[src/hw/rtl/pfi_pkg.sv]
// Shared types, codes and constants of the partial frame interpolator.
`timescale 1ns / 1ps
package pfi_pkg;

    localparam int DEF_MAX_PARTIALS = 64;
    localparam int DEF_MAX_FRAMES   = 256;

    localparam logic [1:0] OP_WRITE   = 2'd0;
    localparam logic [1:0] OP_INTERP  = 2'd1;
    localparam logic [1:0] OP_NEAREST = 2'd2;
    localparam logic [1:0] OP_INDEX   = 2'd3;

    localparam logic [1:0] ST_OK        = 2'd0;
    localparam logic [1:0] ST_BAD_PART  = 2'd1;
    localparam logic [1:0] ST_BAD_RANGE = 2'd2;

    typedef struct packed {
        logic signed [15:0] phase;
        logic [15:0]        bw;
        logic [31:0]        freq;
        logic [15:0]        amp;
        logic [31:0]        ftime;
    } frame_t;

    typedef struct packed {
        logic        start;
        logic [31:0] num;
        logic [31:0] den;
    } div_req_t;

    typedef struct packed {
        logic        done;
        logic [15:0] quo;
    } div_rsp_t;

    typedef enum logic [3:0] {
        S_IDLE,
        S_CHECK,
        S_SCAN,
        S_RD2,
        S_RD3,
        S_EVAL,
        S_DIV,
        S_MULA,
        S_MULB,
        S_SUM,
        S_IDX,
        S_DONE
    } state_t;

endpackage

[src/hw/rtl/pfi_div.sv]
// Restoring divider: 16-bit fraction of num/den with num < den, one bit per cycle.
`timescale 1ns / 1ps
module pfi_div (
    input  logic              clk,
    input  logic              rst_n,
    input  pfi_pkg::div_req_t req,
    output pfi_pkg::div_rsp_t rsp
);
    import pfi_pkg::*;

    logic [32:0] rem_reg, rem_next;
    logic [15:0] quo_reg, quo_next;
    logic [31:0] den_reg, den_next;
    logic [4:0]  cnt_reg, cnt_next;
    logic        run_reg, run_next;
    logic        done_reg, done_next;
    logic [33:0] shifted;

    always_comb
    begin
        rem_next  = rem_reg;
        quo_next  = quo_reg;
        den_next  = den_reg;
        cnt_next  = cnt_reg;
        run_next  = run_reg;
        done_next = 1'b0;
        shifted   = {rem_reg, 1'b0};
        if (req.start)
        begin
            rem_next = {1'b0, req.num};
            den_next = req.den;
            quo_next = '0;
            cnt_next = 5'd16;
            run_next = 1'b1;
        end
        else if (run_reg)
        begin
            if (shifted >= {2'b0, den_reg})
            begin
                rem_next = 33'(shifted - {2'b0, den_reg});
                quo_next = {quo_reg[14:0], 1'b1};
            end
            else
            begin
                rem_next = shifted[32:0];
                quo_next = {quo_reg[14:0], 1'b0};
            end
            cnt_next = cnt_reg - 5'd1;
            if (cnt_reg == 5'd1)
            begin
                run_next  = 1'b0;
                done_next = 1'b1;
            end
        end
    end

    always_ff @(posedge clk or negedge rst_n)
    begin
        if (!rst_n)
        begin
            run_reg  <= 1'b0;
            done_reg <= 1'b0;
            cnt_reg  <= '0;
        end
        else
        begin
            run_reg  <= run_next;
            done_reg <= done_next;
            cnt_reg  <= cnt_next;
        end
    end

    always_ff @(posedge clk)
    begin
        rem_reg <= rem_next;
        quo_reg <= quo_next;
        den_reg <= den_next;
    end

    assign rsp.done = done_reg;
    assign rsp.quo  = quo_reg;

endmodule

[config.mk]
export PLATFORM = sky130hd
export DESIGN_NAME = pfi_div
export DESIGN_NICKNAME = d
export VERILOG_FILES = /design/src/hw/rtl/pfi_pkg.sv /design/src/hw/rtl/pfi_div.sv
export SDC_FILE = /design/constraint.sdc
export NUM_CORES = 1
export LEC_CHECK = 0
export ABC_AREA = 1
export BUFFER_PORTS_ARGS = -buffer_cell sky130_fd_sc_hd__buf_4
export CAP_MARGIN = 20
export CORE_MARGIN = 4
export CORE_UTILIZATION = 40
export CTS_CLUSTER_SIZE = 40
export DETAILED_ROUTE_END_ITERATION = 7
export GPL_TIMING_DRIVEN = 1
export HOLD_SLACK_MARGIN = 0.03
export PLACE_DENSITY = 0.61
export SLEW_MARGIN = 20
export SYNTH_ARGS = -nofsm -noshare
export SYNTH_HDL_FRONTEND = slang
export SYNTH_SLANG_ARGS = --single-unit
[constraint.sdc]
create_clock -name clk -period 2.5 [get_ports clk]
set_input_delay 0.625 -clock clk [delete_from_list [all_inputs] [get_ports clk]]
set_output_delay 0.625 -clock clk [all_outputs]
set_load 0.005 [all_outputs]
==> metrics.txt <==
period utilization=~95%; delay of the slowest critical-path stage=400 ps; pwr/cell area=1150 mW/mm^2; kind of critical path=register to register; number of synthesized register bits=between 80 and 90; top post-synthesis cells by count=sky130_fd_sc_hd__nand2_1 (348), sky130_fd_sc_hd__inv_1 (205), sky130_fd_sc_hd__edfxtp_1 (64); startpoint type of the worst setup path=register; largest voltage drop on the vdd net=around 0.48 mV; Setup Slack @ Placement=103 ps; required time at the endpoint of the critical path=between 2000 and 3000 ps; sum of routed wire length over all layers=18200 microns; gpl congestion=approximately 0.96; number of detailed-route iterations in the first pass=5; placed inst area=~0.0075 sq mm; Die ar.=0.0184 sq mm; chip width=around 140 microns; placeable core region=around 0.016 sq mm; CP max FO=5; total setup violations reported at the end of the flow=0; vias per std cell=4.70; Cell variety after synth=38; fraction of registers with async set/reset=roughly 8%; via count of the first global-routing pass=5932; number of buffers added to fix hold violations after cts=0; synthesized instance count=about 950; worst clock skew=~13 ps; CTS Buffer Depth=2; worst path bufs/invs=1; worst slack on hold paths=~68 ps; share of power burned in combinational logic=approximately three fifths; number of placed instances with taps included=1243; sequential-to-total area share from yosys stat=~37%; area share of the largest cell type after synthesis=between 20 and 30%; leftover overflow at the end of global routing=0; Net Sw Frac=46.7%; total via count in the routed design=between 5000 and 6000; area grow syn2layout=22.2%; Total Nets Final=1146; cell depth of the worst flop-to-flop path=11; number of rows created at floorplan=between 40 and 50; Post-Syn Nets=between 1000 and 1500; dominant cell by count in the synthesized netlist=sky130_fd_sc_hd__nand2_1; number of top-level design ports=84; Synth area leader=sky130_fd_sc_hd__edfxtp_1; Synth Cell Area=about 0.0065 sq mm; path category of the worst min-delay check=input pin to asynchronous set/reset pin; list of cells traversed by the critical path=ha_1 > nand2_1 > buf_4 > nor3_1 > nand3_1 > nand3_1 > nand2_1 > nand2_1 > nand2_1 > nand3_1 > nand2_1; relative contribution of sequential cells to total power=24.7%; dominant delay contributor by cell family on the critical path=simple AND/OR/NAND/NOR gates; number of diodes=0; Clk network pwr share=15.3%; Setup crit end kind=register; detailed placer's ending HPWL=between 10000 and 15000 microns; top cells by area, synth=sky130_fd_sc_hd__edfxtp_1 (29%), sky130_fd_sc_hd__nand2_1 (20%), sky130_fd_sc_hd__inv_1 (12%); worst skew pair latency=370 ps; max-cap violations=0; final count of pins violating max slew=0; Critical Path Stages=11; cell at the root of the clock tree=sky130_fd_sc_hd__clkbuf_16; largest net degree at the start of global routing=33; crit path DAT=~2500 ps; slew margin rel.=between 60% and 70%; library cell contributing the largest single delay on the critical path=sky130_fd_sc_hd__edfxtp_1; total routing resource utilization after global routing=approximately 20%; total clock buffers created by CTS=9; count of flip-flops with a built-in enable after synthesis=64; FMAX=0.421 GHz; Non-Filler Cell Area, Final=around 0.008 sq mm; Synth Flop Type=sky130_fd_sc_hd__edfxtp_1; syn avg cell area=roughly 7 sq um; Static Leak=between 0.004 and 0.005 uW; effective utilization at floorplan=40.9%; Largest register FFs=33; hold violation count in the final report=0; most frequent cell on the critical path=sky130_fd_sc_hd__nand2_1; DIE HEIGHT=roughly 140 microns; count of nets left with antenna violations after detail routing=0; DRC Markers=0; TritonCTS clock tree=done; transition time at the pin with the least slew margin=489 ps; number of port buffers=just over 80; fin worst setup slack=123 ps; number of DRC violations after detailed-routing iteration 0=between 300 and 400; net switching power of the design=~4300 uW; result of the run=completed; share of cells above drive strength 1=16.1%; Worst-path clk slew=roughly 80 ps; YS warnings=0; wire length of the first global-routing pass=~29000 microns; clock net sink count=88; post-layout instance count excluding filler cells=approximately 1300; post-route minimum period=~2400 ps; initial antenna violation count=0; number of levels in the clock H-tree=3; internal power contribution=between 4000 and 5000 uW; wire length per cell=14.4 microns
cell usage in the layout (no fill, tap or decap), types with 10 or more instances in the layout:
| master | instances |
|---|---|
| sky130_fd_sc_hd__nand4_1 | 37 |
| sky130_fd_sc_hd__edfxtp_1 | 64 |
| sky130_fd_sc_hd__dfxtp_1 | 17 |
| sky130_fd_sc_hd__nand2_1 | 346 |
| sky130_fd_sc_hd__ha_4 | 10 |
| sky130_fd_sc_hd__xnor2_1 | 14 |
| sky130_fd_sc_hd__buf_4 | 98 |
| sky130_fd_sc_hd__inv_1 | 205 |
| sky130_fd_sc_hd__nor2_1 | 38 |
| sky130_fd_sc_hd__o22ai_1 | 15 |
| sky130_fd_sc_hd__a21oi_1 | 22 |
| sky130_fd_sc_hd__ha_1 | 21 |
| sky130_fd_sc_hd__nand2_2 | 16 |
| sky130_fd_sc_hd__nand3_1 | 57 |
area by class of cell:
class | instances | area [sq um]
Clock buffer | 9 | 225
Clock inverter | 7 | 68.8
Fill cell | 1662 | 7980
Inverter | 209 | 785
Multi-Input combinational cell | 630 | 3330
Sequential cell | 88 | 2440
Tap cell | 216 | 270
Timing Repair Buffer | 106 | 856
metal layers:
metal | routed length, microns | part of all wire (%) | track usage, % | vias up
met2 | 8010 | 44 | 32.0 | 151
met3 | 1020 | 5.6 | 4.12 | 22
li1 | - | - | - | 3135
met1 | 8780 | 48 | 28.3 | 2635
met4 | 401 | 2.2 | 6.94 | 0
met5 | 0 | 0 | 0 | -
kinds of logic after synthesis:
group                      synth area share (%)
AOI/OAI and AO/OA                          3.97
adders and majority gates                  6.83
xor gates and xnor gates                   2.02
DFF                                        37.4
and+or+nand+nor                            35.8
buffers and inverters                      14.0
final timing paths:
| check | slack (ps) | end | startpoint |
|---|---|---|---|
| setup / recovery | 120 | rem_reg[20] | rem_reg[17] |
| hold / removal | 70 | cnt_reg[1] | rst_n |
| setup reg to reg | 120 | rem_reg[20] | rem_reg[17] |
| hold reg to reg | 470 | rem_reg[32] | rem_reg[32] |
| max in group asynchronous | 2310 | cnt_reg[0] | rst_n |
| min in group clk | 430 | den_reg[6] | req[6] |
metrics by stage:
step           utilization (%)  TNS, ps  total power [uW]
6_report                  50.0        0              9120
5_1_grt                   50.0    -11.0             10000
4_1_cts                   48.6        0              8850
3_5_place_dp              46.7        0              7400
3_3_place_gp              46.7        0              7370
2_1_floorplan                -        0              6070
power by group through the flow:
stage               registers [uW]  clock network [uW]  logic [uW]
finish                        2260                1390        5470
global route                  2300                1500        6210
CTS                           2210                1450        5190
detailed placement            2240                   0        5160
global placement              2230                   0        5140
floorplan                     2190                   0        3880
timing repair:
| action | CTS | global route |
|---|---|---|
| setup buffers | 0 | 6 |
| gates resized for setup | 0 | 29 |
| endpoints found under the setup margin | 0 | 31 |
Power figures use the tool's default switching activity.
